File: src/hw/rtl/assert_macros.svh
// Assertion helpers shared by the RTL; empty when synthesising.
`ifndef ASSERT_MACROS_SVH
`define ASSERT_MACROS_SVH

`ifndef SYNTHESIS

// Same-cycle implication
`define SSSC_ASSERT_IMP(lbl, clk, rstn, ante, cons) \
    lbl: assert property (@(posedge clk) disable iff (!rstn) (ante) |-> (cons)) \
        else $error("assertion failed");

// Next-cycle implication
`define SSSC_ASSERT_NXT(lbl, clk, rstn, ante, cons) \
    lbl: assert property (@(posedge clk) disable iff (!rstn) (ante) |=> (cons)) \
        else $error("assertion failed");

`else

`define SSSC_ASSERT_IMP(lbl, clk, rstn, ante, cons)
`define SSSC_ASSERT_NXT(lbl, clk, rstn, ante, cons)

`endif

`endif

File: src/hw/rtl/sssc_pkg.sv
package sssc_pkg;

    // Grid limits and field widths
    localparam int MAX_GRID   = 256;
    localparam int SIZE_W     = 9;    // holds 1..MAX_GRID
    localparam int COORD_W    = 8;
    localparam int INDEX_W    = 16;
    localparam int CNT_W      = 17;   // holds MAX_GRID*MAX_GRID
    localparam int RADIUS_W   = 9;
    localparam int OFFSET_W   = 10;
    localparam int CW         = 12;   // signed candidate coordinate

    // APB register map
    localparam int APB_DATA_W = 32;
    localparam int APB_ADDR_W = 3;
    localparam int REG_IDX_W  = 1;
    localparam logic [REG_IDX_W-1:0] REG_GRID_SIZE = 1'b0;
    localparam logic [SIZE_W-1:0]    GRID_SIZE_RST = SIZE_W'(MAX_GRID);

    // Operation codes
    localparam logic OP_START = 1'b0;
    localparam logic OP_NEXT  = 1'b1;

    // Side of the ring being walked
    typedef enum logic [1:0] {
        PH_RIGHT  = 2'd0,
        PH_LEFT   = 2'd1,
        PH_BOTTOM = 2'd2,
        PH_TOP    = 2'd3
    } t_phase;

    // Controller to datapath
    typedef struct packed {
        logic start;     // load centre and return it
        logic done;      // return an exhausted result
        logic step;      // test one candidate and advance
        logic load_out;  // move the found result into the output register
    } t_cmd;

    // Datapath to controller
    typedef struct packed {
        logic no_scan;   // nothing started or all cells given
        logic ring_end;  // radius has reached the grid edge
        logic hit;       // current candidate lies inside the grid
        logic out_free;  // output register can take a result
    } t_sts;

endpackage

File: src/hw/rtl/sssc_in_if.sv
interface sssc_in_if import sssc_pkg::*; ();
    logic               valid;
    logic               ready;
    logic               operation;
    logic [COORD_W-1:0] center_x;
    logic [COORD_W-1:0] center_z;

    modport source (output valid, operation, center_x, center_z, input ready);
    modport sink   (input valid, operation, center_x, center_z, output ready);
endinterface

File: src/hw/rtl/sssc_out_if.sv
interface sssc_out_if import sssc_pkg::*; ();
    logic               valid;
    logic               ready;
    logic [INDEX_W-1:0] cell_index;
    logic [COORD_W-1:0] cell_x;
    logic [COORD_W-1:0] cell_z;
    logic               is_last;
    logic               exhausted;

    modport source (output valid, cell_index, cell_x, cell_z, is_last, exhausted,
                     input ready);
    modport sink   (input valid, cell_index, cell_x, cell_z, is_last, exhausted,
                     output ready);
endinterface

File: src/hw/rtl/sssc_cfg.sv
module sssc_cfg import sssc_pkg::*; (
    input  logic                  i_clk,
    input  logic                  i_rst_n,
    input  logic                  psel,
    input  logic                  penable,
    input  logic                  pwrite,
    input  logic [APB_ADDR_W-1:0] paddr,
    input  logic [APB_DATA_W-1:0] pwdata,
    output logic [APB_DATA_W-1:0] prdata,
    output logic                  pready,
    output logic [SIZE_W-1:0]     o_size
);

    logic [SIZE_W-1:0]    r_grid_size;
    logic [REG_IDX_W-1:0] w_reg_idx;
    logic                 w_wr;

    assign w_reg_idx = paddr[APB_ADDR_W-1:2];
    assign w_wr      = psel && penable && pwrite && (w_reg_idx == REG_GRID_SIZE);
    assign pready    = 1'b1;

    // Grid size register
    always_ff @(posedge i_clk) begin
        if (!i_rst_n) begin
            r_grid_size <= GRID_SIZE_RST;
        end else if (w_wr) begin
            r_grid_size <= pwdata[SIZE_W-1:0];
        end
    end

    // Read back
    always_comb begin
        if (w_reg_idx == REG_GRID_SIZE) begin
            prdata = APB_DATA_W'(r_grid_size);
        end else begin
            prdata = '0;
        end
    end

    // Effective size: zero counts as one, anything above the limit is the limit
    always_comb begin
        if (r_grid_size == '0) begin
            o_size = SIZE_W'(1);
        end else if (r_grid_size > SIZE_W'(MAX_GRID)) begin
            o_size = SIZE_W'(MAX_GRID);
        end else begin
            o_size = r_grid_size;
        end
    end

endmodule

File: src/hw/rtl/sssc_ctrl.sv
module sssc_ctrl import sssc_pkg::*; (
    input  logic i_clk,
    input  logic i_rst_n,
    input  logic i_in_valid,
    input  logic i_in_op,
    output logic o_in_ready,
    input  t_sts i_sts,
    output t_cmd o_cmd
);

    typedef enum logic [2:0] {
        ST_IDLE = 3'b001,
        ST_SCAN = 3'b010,
        ST_EMIT = 3'b100
    } t_state;

    t_state r_state;
    t_state n_state;
    logic   w_acc;

    assign o_in_ready = (r_state == ST_IDLE);
    assign w_acc      = i_in_valid && o_in_ready;

    // Next state and commands
    always_comb begin
        n_state = r_state;
        o_cmd   = '0;
        case (r_state)
            ST_IDLE: begin
                if (w_acc) begin
                    if (i_in_op == OP_START) begin
                        o_cmd.start = 1'b1;
                        n_state     = ST_EMIT;
                    end else if (i_sts.no_scan) begin
                        o_cmd.done  = 1'b1;
                        n_state     = ST_EMIT;
                    end else begin
                        n_state     = ST_SCAN;
                    end
                end
            end
            ST_SCAN: begin
                if (i_sts.ring_end) begin
                    o_cmd.done = 1'b1;
                    n_state    = ST_EMIT;
                end else begin
                    o_cmd.step = 1'b1;
                    if (i_sts.hit) begin
                        n_state = ST_EMIT;
                    end
                end
            end
            ST_EMIT: begin
                if (i_sts.out_free) begin
                    o_cmd.load_out = 1'b1;
                    n_state        = ST_IDLE;
                end
            end
            default: begin
                n_state = ST_IDLE;
            end
        endcase
    end

    always_ff @(posedge i_clk) begin
        if (!i_rst_n) begin
            r_state <= ST_IDLE;
        end else begin
            r_state <= n_state;
        end
    end

endmodule

File: src/hw/rtl/sssc_dp.sv
module sssc_dp import sssc_pkg::*; (
    input  logic               i_clk,
    input  logic               i_rst_n,
    input  t_cmd               i_cmd,
    output t_sts               o_sts,
    input  logic [SIZE_W-1:0]  i_size,
    input  logic [COORD_W-1:0] i_center_x,
    input  logic [COORD_W-1:0] i_center_z,
    input  logic               i_out_ready,
    output logic               o_out_valid,
    output logic [INDEX_W-1:0] o_cell_index,
    output logic [COORD_W-1:0] o_cell_x,
    output logic [COORD_W-1:0] o_cell_z,
    output logic               o_is_last,
    output logic               o_exhausted
);

    // Walk state
    logic [COORD_W-1:0]  r_center_x;
    logic [COORD_W-1:0]  r_center_z;
    logic [RADIUS_W-1:0] r_radius;
    t_phase              r_phase;
    logic [OFFSET_W-1:0] r_offset;
    logic [CNT_W-1:0]    r_cnt;

    // Found cell, waiting for the output register
    logic [COORD_W-1:0]  r_hit_x;
    logic [COORD_W-1:0]  r_hit_z;
    logic                r_hit_last;
    logic                r_hit_exh;

    // Output register
    logic                r_out_valid;
    logic [INDEX_W-1:0]  r_out_index;
    logic [COORD_W-1:0]  r_out_x;
    logic [COORD_W-1:0]  r_out_z;
    logic                r_out_last;
    logic                r_out_exh;

    logic [CNT_W-1:0]    w_total;
    logic [SIZE_W-1:0]   w_szm1;
    logic [COORD_W-1:0]  w_clamp_x;
    logic [COORD_W-1:0]  w_clamp_z;
    logic signed [CW-1:0] w_cx, w_cz, w_r, w_off, w_sz;
    logic signed [CW-1:0] w_x, w_z;
    logic                w_hit;
    logic [CNT_W-1:0]    w_cnt_inc;
    logic [OFFSET_W:0]   w_off_inc;
    logic [OFFSET_W:0]   w_twice_r;
    t_phase              n_phase;
    logic [OFFSET_W-1:0] n_offset;
    logic [RADIUS_W-1:0] n_radius;

    assign w_total   = CNT_W'(i_size) * CNT_W'(i_size);
    assign w_szm1    = i_size - SIZE_W'(1);
    assign w_cnt_inc = r_cnt + CNT_W'(1);

    // Clamp the start centre into the grid
    assign w_clamp_x = (SIZE_W'(i_center_x) > w_szm1) ? w_szm1[COORD_W-1:0] : i_center_x;
    assign w_clamp_z = (SIZE_W'(i_center_z) > w_szm1) ? w_szm1[COORD_W-1:0] : i_center_z;

    // Candidate position on the current ring
    assign w_cx  = $signed(CW'(r_center_x));
    assign w_cz  = $signed(CW'(r_center_z));
    assign w_r   = $signed(CW'(r_radius));
    assign w_off = $signed(CW'(r_offset));
    assign w_sz  = $signed(CW'(i_size));

    always_comb begin
        case (r_phase)
            PH_RIGHT: begin
                w_x = w_cx + w_r;
                w_z = w_cz + w_off - w_r;
            end
            PH_LEFT: begin
                w_x = w_cx - w_r;
                w_z = w_cz + w_off - w_r;
            end
            PH_BOTTOM: begin
                w_x = w_cx + w_off - w_r + CW'(1);
                w_z = w_cz + w_r;
            end
            PH_TOP: begin
                w_x = w_cx + w_off - w_r + CW'(1);
                w_z = w_cz - w_r;
            end
            default: begin
                w_x = '0;
                w_z = '0;
            end
        endcase
    end

    assign w_hit = !w_x[CW-1] && !w_z[CW-1] && (w_x < w_sz) && (w_z < w_sz);

    // Step to the next ring position
    assign w_off_inc = (OFFSET_W+1)'(r_offset) + (OFFSET_W+1)'(1);
    assign w_twice_r = (OFFSET_W+1)'({r_radius, 1'b0});

    always_comb begin
        n_phase  = r_phase;
        n_offset = r_offset;
        n_radius = r_radius;
        case (r_phase)
            PH_RIGHT: begin
                n_phase = PH_LEFT;
            end
            PH_LEFT: begin
                if (w_off_inc > w_twice_r) begin
                    n_phase  = PH_BOTTOM;
                    n_offset = '0;
                end else begin
                    n_phase  = PH_RIGHT;
                    n_offset = w_off_inc[OFFSET_W-1:0];
                end
            end
            PH_BOTTOM: begin
                n_phase = PH_TOP;
            end
            PH_TOP: begin
                if (w_off_inc + (OFFSET_W+1)'(2) > w_twice_r) begin
                    n_phase  = PH_RIGHT;
                    n_offset = '0;
                    n_radius = r_radius + RADIUS_W'(1);
                end else begin
                    n_phase  = PH_BOTTOM;
                    n_offset = w_off_inc[OFFSET_W-1:0];
                end
            end
            default: begin
                n_phase = PH_RIGHT;
            end
        endcase
    end

    // Walk state registers
    always_ff @(posedge i_clk) begin
        if (!i_rst_n) begin
            r_center_x <= '0;
            r_center_z <= '0;
            r_radius   <= '0;
            r_phase    <= PH_RIGHT;
            r_offset   <= '0;
            r_cnt      <= '0;
        end else if (i_cmd.start) begin
            r_center_x <= w_clamp_x;
            r_center_z <= w_clamp_z;
            r_radius   <= RADIUS_W'(1);
            r_phase    <= PH_RIGHT;
            r_offset   <= '0;
            r_cnt      <= CNT_W'(1);
        end else if (i_cmd.step) begin
            r_radius <= n_radius;
            r_phase  <= n_phase;
            r_offset <= n_offset;
            if (w_hit) begin
                r_cnt <= w_cnt_inc;
            end
        end
    end

    // Found cell
    always_ff @(posedge i_clk) begin
        if (i_cmd.start) begin
            r_hit_x    <= w_clamp_x;
            r_hit_z    <= w_clamp_z;
            r_hit_last <= (w_total == CNT_W'(1));
            r_hit_exh  <= 1'b0;
        end else if (i_cmd.done) begin
            r_hit_x    <= '0;
            r_hit_z    <= '0;
            r_hit_last <= 1'b0;
            r_hit_exh  <= 1'b1;
        end else if (i_cmd.step && w_hit) begin
            r_hit_x    <= w_x[COORD_W-1:0];
            r_hit_z    <= w_z[COORD_W-1:0];
            r_hit_last <= (w_cnt_inc == w_total);
            r_hit_exh  <= 1'b0;
        end
    end

    // Output register: the linear index is formed on the way in
    always_ff @(posedge i_clk) begin
        if (!i_rst_n) begin
            r_out_valid <= 1'b0;
        end else if (i_cmd.load_out) begin
            r_out_valid <= 1'b1;
        end else if (i_out_ready) begin
            r_out_valid <= 1'b0;
        end
    end

    always_ff @(posedge i_clk) begin
        if (i_cmd.load_out) begin
            r_out_index <= INDEX_W'(r_hit_z * i_size + CNT_W'(r_hit_x));
            r_out_x     <= r_hit_x;
            r_out_z     <= r_hit_z;
            r_out_last  <= r_hit_last;
            r_out_exh   <= r_hit_exh;
        end
    end

    // Status to the controller
    assign o_sts.no_scan  = (r_cnt == '0) || (r_cnt >= w_total);
    assign o_sts.ring_end = (r_radius >= i_size);
    assign o_sts.hit      = w_hit;
    assign o_sts.out_free = !r_out_valid || i_out_ready;

    assign o_out_valid  = r_out_valid;
    assign o_cell_index = r_out_index;
    assign o_cell_x     = r_out_x;
    assign o_cell_z     = r_out_z;
    assign o_is_last    = r_out_last;
    assign o_exhausted  = r_out_exh;

endmodule

File: src/hw/rtl/square_spiral_scan_order.sv
// Flow: a start transaction, or a next with nothing started or all cells given,
// loads the found-cell register on acceptance, then the output register once the
// output is free; any other next first walks the ring, one candidate per cycle,
// skipping off-grid positions until a hit or the grid edge. One transaction at a
// time: input ready returns once the result is loaded; a stalled output delays it.
// Reset (synchronous, active low): grid size 256, nothing started, output empty.
`include "assert_macros.svh"

module square_spiral_scan_order import sssc_pkg::*; (
    input  logic                  i_clk,
    input  logic                  i_rst_n,
    input  logic                  psel,
    input  logic                  penable,
    input  logic                  pwrite,
    input  logic [APB_ADDR_W-1:0] paddr,
    input  logic [APB_DATA_W-1:0] pwdata,
    output logic [APB_DATA_W-1:0] prdata,
    output logic                  pready,
    sssc_in_if.sink               i_in,
    sssc_out_if.source            o_out
);

    logic [SIZE_W-1:0] w_size;
    t_cmd              w_cmd;
    t_sts              w_sts;
    logic              w_cell_ok;
    logic              w_blank;

    // Configuration register
    sssc_cfg u_cfg (
        .i_clk   (i_clk),
        .i_rst_n (i_rst_n),
        .psel    (psel),
        .penable (penable),
        .pwrite  (pwrite),
        .paddr   (paddr),
        .pwdata  (pwdata),
        .prdata  (prdata),
        .pready  (pready),
        .o_size  (w_size)
    );

    // Sequencer
    sssc_ctrl u_ctrl (
        .i_clk      (i_clk),
        .i_rst_n    (i_rst_n),
        .i_in_valid (i_in.valid),
        .i_in_op    (i_in.operation),
        .o_in_ready (i_in.ready),
        .i_sts      (w_sts),
        .o_cmd      (w_cmd)
    );

    // Ring walker and output register
    sssc_dp u_dp (
        .i_clk        (i_clk),
        .i_rst_n      (i_rst_n),
        .i_cmd        (w_cmd),
        .o_sts        (w_sts),
        .i_size       (w_size),
        .i_center_x   (i_in.center_x),
        .i_center_z   (i_in.center_z),
        .i_out_ready  (o_out.ready),
        .o_out_valid  (o_out.valid),
        .o_cell_index (o_out.cell_index),
        .o_cell_x     (o_out.cell_x),
        .o_cell_z     (o_out.cell_z),
        .o_is_last    (o_out.is_last),
        .o_exhausted  (o_out.exhausted)
    );

    // Checks
    assign w_cell_ok = (o_out.cell_x < w_size) && (o_out.cell_z < w_size);
    assign w_blank   = (o_out.cell_index == '0) && (o_out.cell_x == '0) &&
                       (o_out.cell_z == '0) && !o_out.is_last;

    `SSSC_ASSERT_NXT(a_one_in_flight, i_clk, i_rst_n, i_in.valid && i_in.ready, !i_in.ready)
    `SSSC_ASSERT_IMP(a_cell_in_grid, i_clk, i_rst_n, o_out.valid && !o_out.exhausted, w_cell_ok)
    `SSSC_ASSERT_IMP(a_done_is_blank, i_clk, i_rst_n, o_out.valid && o_out.exhausted, w_blank)

endmodule
File: src/flat_wrapper.sv
// flat-port wrapper written by rule: the top's interface ports become plain ports
module square_spiral_scan_order_flat import sssc_pkg::*;
  (i_clk, i_rst_n, psel, penable, pwrite, paddr, pwdata, prdata, pready, i_in_valid, i_in_operation, i_in_center_x, i_in_center_z, i_in_ready, o_out_valid, o_out_cell_index, o_out_cell_x, o_out_cell_z, o_out_is_last, o_out_exhausted, o_out_ready);
  sssc_in_if i_in_i ();
  sssc_out_if o_out_i ();
  input  logic i_clk;
  input  logic i_rst_n;
  input  logic psel;
  input  logic penable;
  input  logic pwrite;
  input  logic [APB_ADDR_W-1:0] paddr;
  input  logic [APB_DATA_W-1:0] pwdata;
  output logic [APB_DATA_W-1:0] prdata;
  output logic pready;
  input wire logic [$bits(i_in_i.valid)-1:0] i_in_valid;
  input wire logic [$bits(i_in_i.operation)-1:0] i_in_operation;
  input wire logic [$bits(i_in_i.center_x)-1:0] i_in_center_x;
  input wire logic [$bits(i_in_i.center_z)-1:0] i_in_center_z;
  output wire logic [$bits(i_in_i.ready)-1:0] i_in_ready;
  output wire logic [$bits(o_out_i.valid)-1:0] o_out_valid;
  output wire logic [$bits(o_out_i.cell_index)-1:0] o_out_cell_index;
  output wire logic [$bits(o_out_i.cell_x)-1:0] o_out_cell_x;
  output wire logic [$bits(o_out_i.cell_z)-1:0] o_out_cell_z;
  output wire logic [$bits(o_out_i.is_last)-1:0] o_out_is_last;
  output wire logic [$bits(o_out_i.exhausted)-1:0] o_out_exhausted;
  input wire logic [$bits(o_out_i.ready)-1:0] o_out_ready;
  assign i_in_i.valid = i_in_valid;
  assign i_in_i.operation = i_in_operation;
  assign i_in_i.center_x = i_in_center_x;
  assign i_in_i.center_z = i_in_center_z;
  assign i_in_ready = i_in_i.ready;
  assign o_out_valid = o_out_i.valid;
  assign o_out_cell_index = o_out_i.cell_index;
  assign o_out_cell_x = o_out_i.cell_x;
  assign o_out_cell_z = o_out_i.cell_z;
  assign o_out_is_last = o_out_i.is_last;
  assign o_out_exhausted = o_out_i.exhausted;
  assign o_out_i.ready = o_out_ready;
  square_spiral_scan_order u_core (.i_clk(i_clk), .i_rst_n(i_rst_n), .psel(psel), .penable(penable), .pwrite(pwrite), .paddr(paddr), .pwdata(pwdata), .prdata(prdata), .pready(pready), .i_in(i_in_i), .o_out(o_out_i));
endmodule
File: config.mk
export PLATFORM = sky130hd
export DESIGN_NAME = square_spiral_scan_order_flat
export DESIGN_NICKNAME = d
export VERILOG_FILES = /design/src/hw/rtl/sssc_pkg.sv /design/src/hw/rtl/sssc_in_if.sv /design/src/hw/rtl/sssc_out_if.sv /design/src/hw/rtl/sssc_cfg.sv /design/src/hw/rtl/sssc_ctrl.sv /design/src/hw/rtl/sssc_dp.sv /design/src/hw/rtl/square_spiral_scan_order.sv /design/src/flat_wrapper.sv
export VERILOG_INCLUDE_DIRS = /design/src /design/src/hw/rtl
export SDC_FILE = /design/constraint.sdc
export NUM_CORES = 1
export LEC_CHECK = 0
export BUFFER_PORTS_ARGS = -buffer_cell sky130_fd_sc_hd__buf_4
export CORE_AREA = 2 2 202 145
export CTS_CLUSTER_SIZE = 25
export DETAILED_ROUTE_END_ITERATION = 10
export DIE_AREA = 0 0 204 147
export GPL_TIMING_DRIVEN = 0
export MAX_ROUTING_LAYER = met4
export PLACE_DENSITY = 0.87
export SLEW_MARGIN = 15
export SYNTH_ARGS = -nofsm -noshare
export SYNTH_HDL_FRONTEND = slang
export SYNTH_HIERARCHICAL = 1
export SYNTH_SLANG_ARGS = --single-unit
File: constraint.sdc
create_clock -name i_clk -period 8.35 [get_ports i_clk]
set_input_delay 1.67 -clock i_clk [delete_from_list [all_inputs] [get_ports i_clk]]
set_output_delay 1.67 -clock i_clk [all_outputs]
set_load 0.01 [all_outputs]
==> results.md, run 1 <==
- Final setup fails: 0
- Setup TNS: 0 ns
- Min-Delay Path Class: flip-flop to flip-flop
- FP Rows: 52
- Crit-path max cell delay: approximately 0.64 ns
- Max Buffers Root-to-Sink: 2
- Slowest-stage cell, CP: fa_2
- Grt total ovfl: 0
- Pwr Density: 128 nW/µm²
- # clock sinks: 119
- Cell with the most instances after synthesis: inv_1
- Total number of yosys warnings: 6
- Top post-synthesis cells by area: ha_1 (17%), fa_1 (13%), edfxtp_1 (9.7%), dfxtp_1 (8.6%), inv_1 (6.0%)
- Clk_skew: a little under 0.02 ns
- Drt pass-1 iters: 6
- Drt wl/cell: 19.5 µm
- Htree depth: 4
- Avg Vias per Cell: 6.09
- Max-Slew Margin vs Limit: ~29%
- Via count: 14,500
- HPWL Detailed: 35,100 µm
- Global-route usage over all layers: 31.5%
- Post-synthesis mux area share: between 2 and 2.5%
- Sequential area share after synthesis: between 10% and 20%
- Worst Path Arrival: 8.42 ns
- WHS: 0.446 ns
- Cts bufs inserted: 17
- Clock slew at reported path FFs: 0.08 ns
- Gpl congestion: 0.967
- Port Buffers: 78
- Fraction of layout cells with a size suffix above 1: a little over an eighth
- Inst Count DP: 2,334
- Leakage: 8.16 nW
- Synthesized instance count: 1,856
- Routed wire length: about 47,000 µm
- Clk root buf: clkbuf_16
- Main combinational cell family by area after synthesis: adder cells
- Global-route wire length before repair: 72,000 µm
- I/O pin total: 128
- Min Clock Period, post-route: slightly above 8 ns
- Final worst setup slack: 0.233 ns
- Post-Synth XOR/XNOR Area: 5.73%
- Synth Area in Compound Gates: around 16%
- Area leader, netlist: ha_1
- Crit path launch type: flip-flop
- Worst VDD drop: around 0.00016 V
- Starting Density: 55.8%
- Outcome: completed
- Number of non-filler instances in the completed layout: about 2,400
- Count of different cell masters after synthesis: 90
- Synth Cell Area: between 15,000 and 20,000 µm²
- Die area: 30,000 µm²
- Core ar.: 28,200 µm²
- Initial antenna violation count: 1
- CP endpoint kind: flip-flop
- Die W: 204 µm
- Adder-cell share of the synthesized area: 29.5%
- Post-synthesis simple-gate area fraction: between 10% and 20%
- Yosys top cell area share: approximately 17%
- Largest net degree at the start of global routing: 36
- Total power: 2.30 mW
- Clk_lat worst skew: 0.45 ns
- Async SR Flop Fraction: 0%
- Critical Path RT: around 8.7 ns
- Crit Path Max Fanout: 5
- Dpl ws: -1.41 ns
- Post-synth EDFFs: 51
- CTS hold repair buffers: 0
- Max cap viols: 0
- Worst-Margin Slew: 1.07 ns
- Drc violations: 0
- Post-Syn Area per Cell: 8.49 µm²
- Synth Flop Type: dfxtp_1
- Vias in the first global route: 13,700
- DRT iter0 DRCs: 1,642
- Crit Path Category: flip-flop to flip-flop
- Final hold vios: 0
- Final period utilization: 97.2%
- Chip height: 147 µm
- FF+latch count, synth: 119
- Commonest cells post-synth: inv_1 (251), ha_1 (208), nand2_1 (176)
- CTS tree: built
- Slew Limit Fails: 0
- Final net count: roughly 2,400
- Detail Route Antenna Nets: 0
- Max frequency: 0.123 GHz
- Area Overhead vs Synth: 14.0%
[where the power goes]
group	leakage, nW	switching [mW]	total (mW)	internal, mW
Clock	0.295	0.328	0.804	0.476
Sequential	1.02	0.0463	0.709	0.663
Combinational	6.84	0.464	0.788	0.324
Total	8.16	0.838	2.30	1.46
[metal layers]
layer | wire length, µm | track usage (%)
met5 | 0 | -
met4 | 1700 | 12.1
met3 | 4960 | 7.14
met2 | 20200 | 45.2
met1 | 19700 | 43.2
[state kept, by name (all words and copies together), names as in the netlist]
register                  cells
u_core/u_dp/r_cnt            17
u_core/u_dp/o_cell_index     16
u_core/u_dp/r_offset         10
u_core/u_cfg/r_grid_size      9
u_core/u_dp/r_radius          9
u_core/u_dp/o_cell_x          8
u_core/u_dp/o_cell_z          8
u_core/u_dp/r_center_x        8
u_core/u_dp/r_center_z        8
u_core/u_dp/r_hit_x           8
u_core/u_dp/r_hit_z           8
u_core/u_ctrl/r_state         3
u_core/u_dp/r_phase           2
u_core/u_dp/o_exhausted       1
u_core/u_dp/o_is_last         1
u_core/u_dp/o_out_valid       1
u_core/u_dp/r_hit_exh         1
u_core/u_dp/r_hit_last        1
[layout by cell type (no fill, tap or decap), drive strengths merged, types with 66 or more instances in the layout]
master  synthesis  final
fa            102    102
xnor2          79     79
buf            44    146
ha            208    208
dfxtp          68     68
a21oi         103    103
nand2         176    176
inv           253    256
nor2           98     98
o21ai          74     74
clkbuf         52     66
[critical path, delay by kind of cell (launching register included)]
kind	cells	cell delay, ns
AND/OR/NAND/NOR	14	2.58
flip-flops	1	0.35
AO/OA/AOI/OAI	9	1.76
buffers and inverters	5	0.45
adder cells (fa/ha/maj)	6	2.83
[final timing paths]
kind,from,to,slack [ns],depth (start not counted)
worst max-delay path,u_core/u_cfg/r_grid_size[4]$_SDFFE_PN0P_,u_core/u_dp/r_hit_last$_DFFE_PP_,0.23,34
worst min-delay path,u_core/u_dp/r_hit_last$_DFFE_PP_,u_core/u_dp/o_is_last$_DFFE_PP_,0.45,0
worst max register to register,u_core/u_cfg/r_grid_size[4]$_SDFFE_PN0P_,u_core/u_dp/r_hit_last$_DFFE_PP_,0.23,34
worst min register to register,u_core/u_dp/r_hit_last$_DFFE_PP_,u_core/u_dp/o_is_last$_DFFE_PP_,0.45,0
[what timing repair did]
action / CTS / global route
endpoints found under the setup margin: 37 / 28
pin swaps: 2 / 14
resized for setup: 38 / 43
setup buffers: 6 / 17
gates cloned: 0 / 0
[layout make-up]
class	count	area, µm²
diodes	1	2.50
plain buffers	94	524
clock buffers	17	425
clock inverters	15	190
fillers	2257	10300
inverters	256	985
multi-input cells	1407	11700
flip-flops and latches	119	2890
well taps	378	473
repair buffers	101	762
[metrics by stage]
stage	utilization [%]	cell area, µm²
floorplan	-	15800
global placement	59.8	16900
detailed placement	59.8	16900
CTS	62.6	17700
global route	63.6	18000
finish	63.6	18000
[kinds of logic (layout without fill, tap and decap cells)]
logic type               count (synthesis)  after routing
other                                    2             25
flip-flops                             119            119
AND/OR/NAND/NOR                        568            568
buffers and inverters                  352            483
adder cells (fa/ha/maj)                310            310
AO/OA/AOI/OAI                          364            364
XOR/XNOR                               103            103
multiplexers                            38             38
Power figures use the tool's default switching activity.
==> run 2: changes to the inputs <==
- RECOVER_POWER: default -> 25
==> run 2 against run 1 <==
Compared with the run above: maximum frequency is 0.22% lower; clock power hardly changed; non-clock buffer count stayed put; critical endpoint unchanged; highest routed layer unchanged; sequential power hardly changed; utilization is 0.37 points lower; sequential share of layout area is 0.095 points higher; via count hardly changed.
==> results.md, run 2 (same netlist as run 1, synthesis figures left out) <==
- HP Start: u_core/u_dp/r_hit_x[3]$_DFFE_PP_
- Clk root buf: clkbuf_16
- # clock sinks: 119 (unchanged)
- Htree depth: 4 (unchanged)
- Max reg flops: 17 (unchanged)
- Total power: 2.30 mW (-0.17%)
- Max Buffers Root-to-Sink: 2 (unchanged)
- Worst Path Arrival: 8.44 ns (+0.02 ns)
- Die W: 204 µm (unchanged)
- DRT iter0 DRCs: 1,770 (+7.8%)
- Area Overhead vs Synth: 13.3%
- Via count: 14,500 (-0.0069%)
- HPWL Detailed: 35,100 µm (unchanged)
- Final hold vios: 0 (unchanged)
- Most common cell after layout, fill and taps aside: inv_1
- Placed inst area: 16,900 µm² (unchanged)
- Drt wl/cell: 19.6 µm (+0.28%)
- FP Rows: 52 (unchanged)
- Global-route usage over all layers: 31.5% (unchanged)
- Slew Limit Fails: 0 (unchanged)
- Crit Path Max Fanout: 7 (+2)
- FF-to-FF End: u_core/u_dp/r_hit_last$_DFFE_PP_
- Depth of the most critical reg-to-reg path: 34 (unchanged)
- Starting Density: 55.8% (unchanged)
- Post-route cell area: 17,900 µm² (-0.59%)
- Layout fillers: 2,283 (+1.2%)
- Inst Count DP: 2,334 (unchanged)
- Pwr Density: 129 nW/µm² (+0.41%)
- Max-Slew Margin vs Limit: 29.6% (+0.85 points)
- CP endpoint kind: flip-flop
- Setup TNS: 0 ns (unchanged)
- Dpl ws: -1.41 ns (unchanged)
- Critical Path RT: 8.65 ns (about the same)
- Vias in the first global route: 13,700 (unchanged)
- Register with the most flip-flops: u_core/u_dp/r_cnt
- Final period utilization: 97.4% (+0.21 points)
- Port Buffers: 78 (unchanged)
- Drt pass-1 iters: 6 (unchanged)
- Worst-Margin Slew: 1.06 ns (-0.0128 ns)
- I/O pin total: 128 (unchanged)
- Final worst setup slack: 0.215 ns (-0.0178 ns)
- Die area: 30,000 µm² (unchanged)
- Cts bufs inserted: 17 (unchanged)
- Leakage: 8.06 nW (-1.2%)
- Fraction of layout cells with a size suffix above 1: 12.1% (-1.3 points)
- Initial antenna violation count: 1 (unchanged)
- WHS Endpoint: u_core/u_dp/o_cell_x[3]$_DFFE_PP_
- R2r setup slk: 0.21 ns (-0.02 ns)
- Max cap viols: 0 (unchanged)
- R2R Path Start: u_core/u_cfg/r_grid_size[4]$_SDFFE_PN0P_
- Net Switching: 0.839 mW (about the same)
- Most frequent cells in the layout: inv_1 (249), ha_1 (207), nand2_1 (176), buf_4 (102), fa_1 (101)
- Max frequency: 0.123 GHz (-0.22%)
- Final setup fails: 0 (unchanged)
- Pint: 1.46 mW (-0.33%)
- Clk_skew: 0.0196 ns (-0.000128 ns)
- CTS hold repair buffers: 0 (unchanged)
- Clock slew at reported path FFs: 0.08 ns (about the same)
- Largest net degree at the start of global routing: 36 (unchanged)
- Min-Delay Path Class: flip-flop to flip-flop
- Outcome: completed
- Crit path launch type: flip-flop
- Chip height: 147 µm (unchanged)
- Clk_lat worst skew: 0.45 ns (about the same)
- Crit-path max cell delay: 0.58 ns (-0.06 ns)
- Combinational fraction of design power: 34.1% (about the same)
- Grt total ovfl: 0 (unchanged)
- Drc violations: 0 (unchanged)
- Switching share of power: 36.5% (+0.099 points)
- Routed wire length: 46,700 µm (+0.28%)
- Worst VDD drop: 0.000161 V (-1.2%)
- Slowest-stage cell, CP: fa_1
- Clk pwr share: 35.0% (about the same)
- CTS tree: built
- Global-route wire length before repair: 72,000 µm (unchanged)
- Gpl congestion: 0.967 (unchanged)
- Core ar.: 28,200 µm² (unchanged)
- Crit Path Category: flip-flop to flip-flop
- Sequential share of power: 30.9% (about the same)
- Detail Route Antenna Nets: 0 (unchanged)
- Number of non-filler instances in the completed layout: 2,388 (unchanged)
- Hold path cells: 0 (unchanged)
- Min Clock Period, post-route: 8.14 ns (+0.0178 ns)
- Final net count: 2,365 (unchanged)
- Avg Vias per Cell: 6.09 (about the same)
-- run 2: cell types whose count changed in the layout (fill, tap and decap cells not counted) --
cell / before / now
buf_6: 4 / 3
clkbuf_1: 38 / 65
buf_4: 128 / 102
-- run 2: metrics by stage --
step	hold WS, ns	util (%)
finish	0.446	63.2
global route	0.454	63.2
CTS	0.448	62.6
detailed placement	0.405	59.8
global placement	0.436	59.8
floorplan	0.400	-
-- run 2: worst max-delay path, delay by kind of cell (launching register included) --
| kind | cells | cell delay, ns |
|---|---|---|
| buf+inv | 4 | 0.37 |
| fa+ha+maj | 6 | 2.63 |
| simple gates | 14 | 2.66 |
| compound gates | 9 | 1.77 |
| flops | 1 | 0.35 |
| xor+xnor | 1 | 0.20 |
-- run 2: worst max path at each step --
| stage | from | end | cells after the start |
|---|---|---|---|
| after global routing | u_core/u_cfg/r_grid_size[4]$_SDFFE_PN0P_ | u_core/u_dp/r_hit_last$_DFFE_PP_ | 35 |
| after detailed placement | u_core/u_cfg/r_grid_size[4]$_SDFFE_PN0P_ | u_core/u_dp/r_hit_last$_DFFE_PP_ | 34 |
| final | u_core/u_cfg/r_grid_size[4]$_SDFFE_PN0P_ | u_core/u_dp/r_hit_last$_DFFE_PP_ | 34 |
| after global placement | u_core/u_cfg/r_grid_size[7]$_SDFFE_PN0P_ | u_core/u_dp/r_hit_last$_DFFE_PP_ | 34 |
| after CTS | u_core/u_cfg/r_grid_size[1]$_SDFFE_PN0P_ | u_core/u_dp/r_hit_last$_DFFE_PP_ | 35 |
| after floorplan | u_core/u_cfg/r_grid_size[3]$_SDFFE_PN0P_ | u_core/u_dp/r_hit_last$_DFFE_PP_ | 34 |
-- run 2: what timing repair did --
action                                  CTS  global route
resized for setup                        38            43
endpoints found under the setup margin   37            28
pin swaps                                 2            14
buffers inserted                          6            17
-- run 2: routing by layer --
metal	global-route usage (%)	routed length [µm]
met5	-	0
met4	12.1	1720
met3	7.14	5240
met2	45.2	20200
met1	43.2	19600
-- run 2: cell type report --
class | count | area (µm²) | share of cell area (%)
timing repair buffer | 101 | 664 | 3.72
buffer | 94 | 517 | 2.89
tap | 378 | 473 | 2.65
multi-input combinational | 1407 | 11700 | 65.6
inverter | 256 | 985 | 5.52
antenna | 1 | 2.50 | 0.0140
clock inverter | 15 | 190 | 1.07
sequential | 119 | 2890 | 16.2
clock buffer | 17 | 425 | 2.38
-- run 2: power groups by stage --
stage	clock network (mW)	registers [mW]	logic, mW
floorplan	0	0.703	0.550
global placement	0	0.716	0.727
detailed placement	0	0.718	0.753
CTS	0.807	0.705	0.764
global route	0.837	0.711	0.850
finish	0.804	0.709	0.784
==> run 3: changes to the inputs <==
- CELL_PAD_IN_SITES_DETAIL_PLACEMENT: default -> 1
- CELL_PAD_IN_SITES_GLOBAL_PLACEMENT: default -> 1
- CORE_AREA: 2 2 202 145 -> 2 2 232 166
- DIE_AREA: 0 0 204 147 -> 0 0 234 168
- PLACE_DENSITY: 0.87 -> 0.86
==> run 3 against run 2 <==
Compared with the run above: first-iteration DRC count is 33% lower; clock skew is 0.0083 ns lower; clock power is 1% lower; non-clock buffer count is 5 higher; critical path depth is 5 lower; maximum frequency is 1.0% lower; total power is 1.1% higher; setup slack worse by 0.083 ns; sequential cell count stayed put; routed wire length is 19% higher; utilization is 14 points lower; cell area is 2.3% higher; critical endpoint is now u_core/u_dp/r_hit_x[1]$_DFFE_PP_; largest power group is now combinational logic.
==> results.md, run 3 (same netlist as run 1, synthesis figures left out) <==
- Outcome: completed
- Slew Limit Fails: 0 (unchanged)
- Initial antenna violation count: 0 (-1)
- Crit Path Max Fanout: 17 (+10)
- DRT iter0 DRCs: 1,189 (-33%)
- Vias in the first global route: 15,500 (+13%)
- Ant. Diodes: 0 (-1)
- Min Clock Period, post-route: 8.22 ns (+0.0832 ns)
- Setup TNS: 0 ns (unchanged)
- Fraction of layout cells with a size suffix above 1: 14.7% (+2.6 points)
- Worst VDD drop: 0.000153 V (-4.9%)
- Drt wl/cell: 22.2 µm (+13%)
- Max reg flops: 17 (unchanged)
- Detail Route Antenna Nets: 0 (unchanged)
- Global-route wire length before repair: 84,600 µm (+17%)
- Starting Density: 42.1% (-14 points)
- CTS tree: built
- Most common cell after layout, fill and taps aside: inv_1
- Max Buffers Root-to-Sink: 2 (unchanged)
- Grt total ovfl: 0 (unchanged)
- Htree depth: 4 (unchanged)
- Max frequency: 0.122 GHz (-1.0%)
- Leakage: 8.16 nW (+1.1%)
- Register with the most flip-flops: u_core/u_dp/r_cnt
- Drc violations: 0 (unchanged)
- Pwr Density: 127 nW/µm² (-1.2%)
- Final net count: 2,370 (+0.21%)
- # clock sinks: 119 (unchanged)
- Gpl congestion: 0.944 (-2.3%)
- Worst Path Arrival: 8.29 ns (-0.15 ns)
- Slowest-stage cell, CP: fa_2
- Drt pass-1 iters: 7 (+1)
- Crit Path Category: flip-flop to flip-flop
- Register area: 2890 µm² (about the same)
- Port Buffers: 78 (unchanged)
- Depth of the most critical reg-to-reg path: 29 (-15%)
- Crit path launch type: flip-flop
- HP Start: u_core/u_dp/r_hit_last$_DFFE_PP_
- Most frequent cells in the layout: inv_1 (247), ha_1 (203), nand2_1 (174), buf_4 (132), fa_1 (99)
- Layout fillers: 4,451 (+95%)
- Clk_skew: 0.0113 ns (-0.00832 ns)
- Critical Path RT: 8.42 ns (-0.23 ns)
- Hold path cells: 0 (unchanged)
- Routed wire length: 55,700 µm (+19%)
- Final setup fails: 0 (unchanged)
- R2R Path Start: u_core/u_cfg/r_grid_size[4]$_SDFFE_PN0P_
- Final period utilization: 98.4% (+1.0 points)
- Core Util, Final: 48.8% (-14 points)
- Worst Setup SP: u_core/u_cfg/r_grid_size[4]$_SDFFE_PN0P_
- Via count: 14,700 (+1.3%)
- Largest net degree at the start of global routing: 36 (unchanged)
- Max-Slew Margin vs Limit: 26.2% (-3.4 points)
- Avg Vias per Cell: 5.87 (-3.6%)
- Area Overhead vs Synth: 15.9%
- CTS hold repair buffers: 0 (unchanged)
- Clk_lat worst skew: 0.46 ns (about the same)
- Area of the multi-input gates: 11,800 µm² (+1.1%)
- HPWL Detailed: 42,100 µm (+20%)
- Max cap viols: 0 (unchanged)
- Final hold vios: 0 (unchanged)
- Die W: 234 µm (+15%)
- Worst-Margin Slew: 1.11 ns (+0.0509 ns)
- Die area: 39,300 µm² (+31%)
- Core ar.: 37,500 µm² (+33%)
- Clock slew at reported path FFs: 0.07 ns (about the same)
- I/O pin total: 128 (unchanged)
- CP endpoint kind: flip-flop
- Crit-path max cell delay: 0.64 ns (+0.06 ns)
- Clk root buf: clkbuf_16
- Cts bufs inserted: 17 (unchanged)
- Chip height: 168 µm (+14%)
- Global-route usage over all layers: 28.3% (-3.2 points)
- Min-Delay Path Class: flip-flop to flip-flop
- FP Rows: 60 (+15%)
[run 3: cell types whose count changed in the layout (fill, tap and decap cells not counted), sizes merged]
cell / change
buf: +31
bufinv: -1
diode: -1
clkbuf: -25
clkinvlp: +3
inv: -2
clkinv: -1
[run 3: where the power goes]
group	switching, mW	internal, mW	leakage [nW]
combinational	0.489	0.329	6.84
sequential	0.0480	0.663	1.03
clock	0.338	0.455	0.288
total	0.875	1.45	8.16
[run 3: path summary, 6_finish.rpt]
kind	endpoint	slack, ns
worst min register to register	u_core/u_dp/o_is_last$_DFFE_PP_	0.44
worst max-delay path	u_core/u_dp/r_hit_x[1]$_DFFE_PP_	0.13
worst max register to register	u_core/u_dp/r_hit_x[1]$_DFFE_PP_	0.13
worst min-delay path	u_core/u_dp/o_is_last$_DFFE_PP_	0.44
[run 3: stage by stage]
| step | setup slack, ns | total power [mW] | area [µm²] | instances | hold slack [ns] |
|---|---|---|---|---|---|
| 2_1_floorplan | 0.521 | 1.25 | 15800 | 1878 | 0.400 |
| 3_3_place_gp | -1.62 | 1.46 | 17000 | 2452 | 0.436 |
| 3_5_place_dp | -1.68 | 1.50 | 17100 | 2452 | 0.426 |
| 4_1_cts | -0.0989 | 2.31 | 17900 | 2496 | 0.440 |
| 5_1_grt | -0.193 | 2.43 | 18300 | 2510 | 0.452 |
| 6_report | 0.132 | 2.32 | 18300 | 2510 | 0.442 |
[run 3: critical path: cells and delay by family, from the launching register on]
kind | cells | cell delay [ns]
buf+inv | 5 | 0.55
compound gates | 8 | 1.53
fa+ha+maj | 6 | 2.73
flops | 1 | 0.36
simple gates | 10 | 2.63
[run 3: final cells by class]
cell class	instances	area share (%)
Buffer	94	2.86
Tap cell	496	3.40
Multi-Input combinational cell	1407	64.8
Clock buffer	18	2.40
Sequential cell	119	15.8
Timing Repair Buffer	106	4.38
Inverter	256	5.42
Clock inverter	14	0.911
[run 3: per-layer routing]
layer / global-route usage [%] / wire [µm]
met5: - / 0
met4: 10.8 / 1900
met3: 4.07 / 3430
met2: 43.7 / 26000
met1: 37.5 / 24400
[run 3: repair_timing]
action | in CTS | in global routing
endpoints found under the setup margin | 37 | 29
buffers inserted | 12 | 16
gates resized for setup | 48 | 65
pin swaps | 3 | 34
hold endpoints to repair | 0 | 0
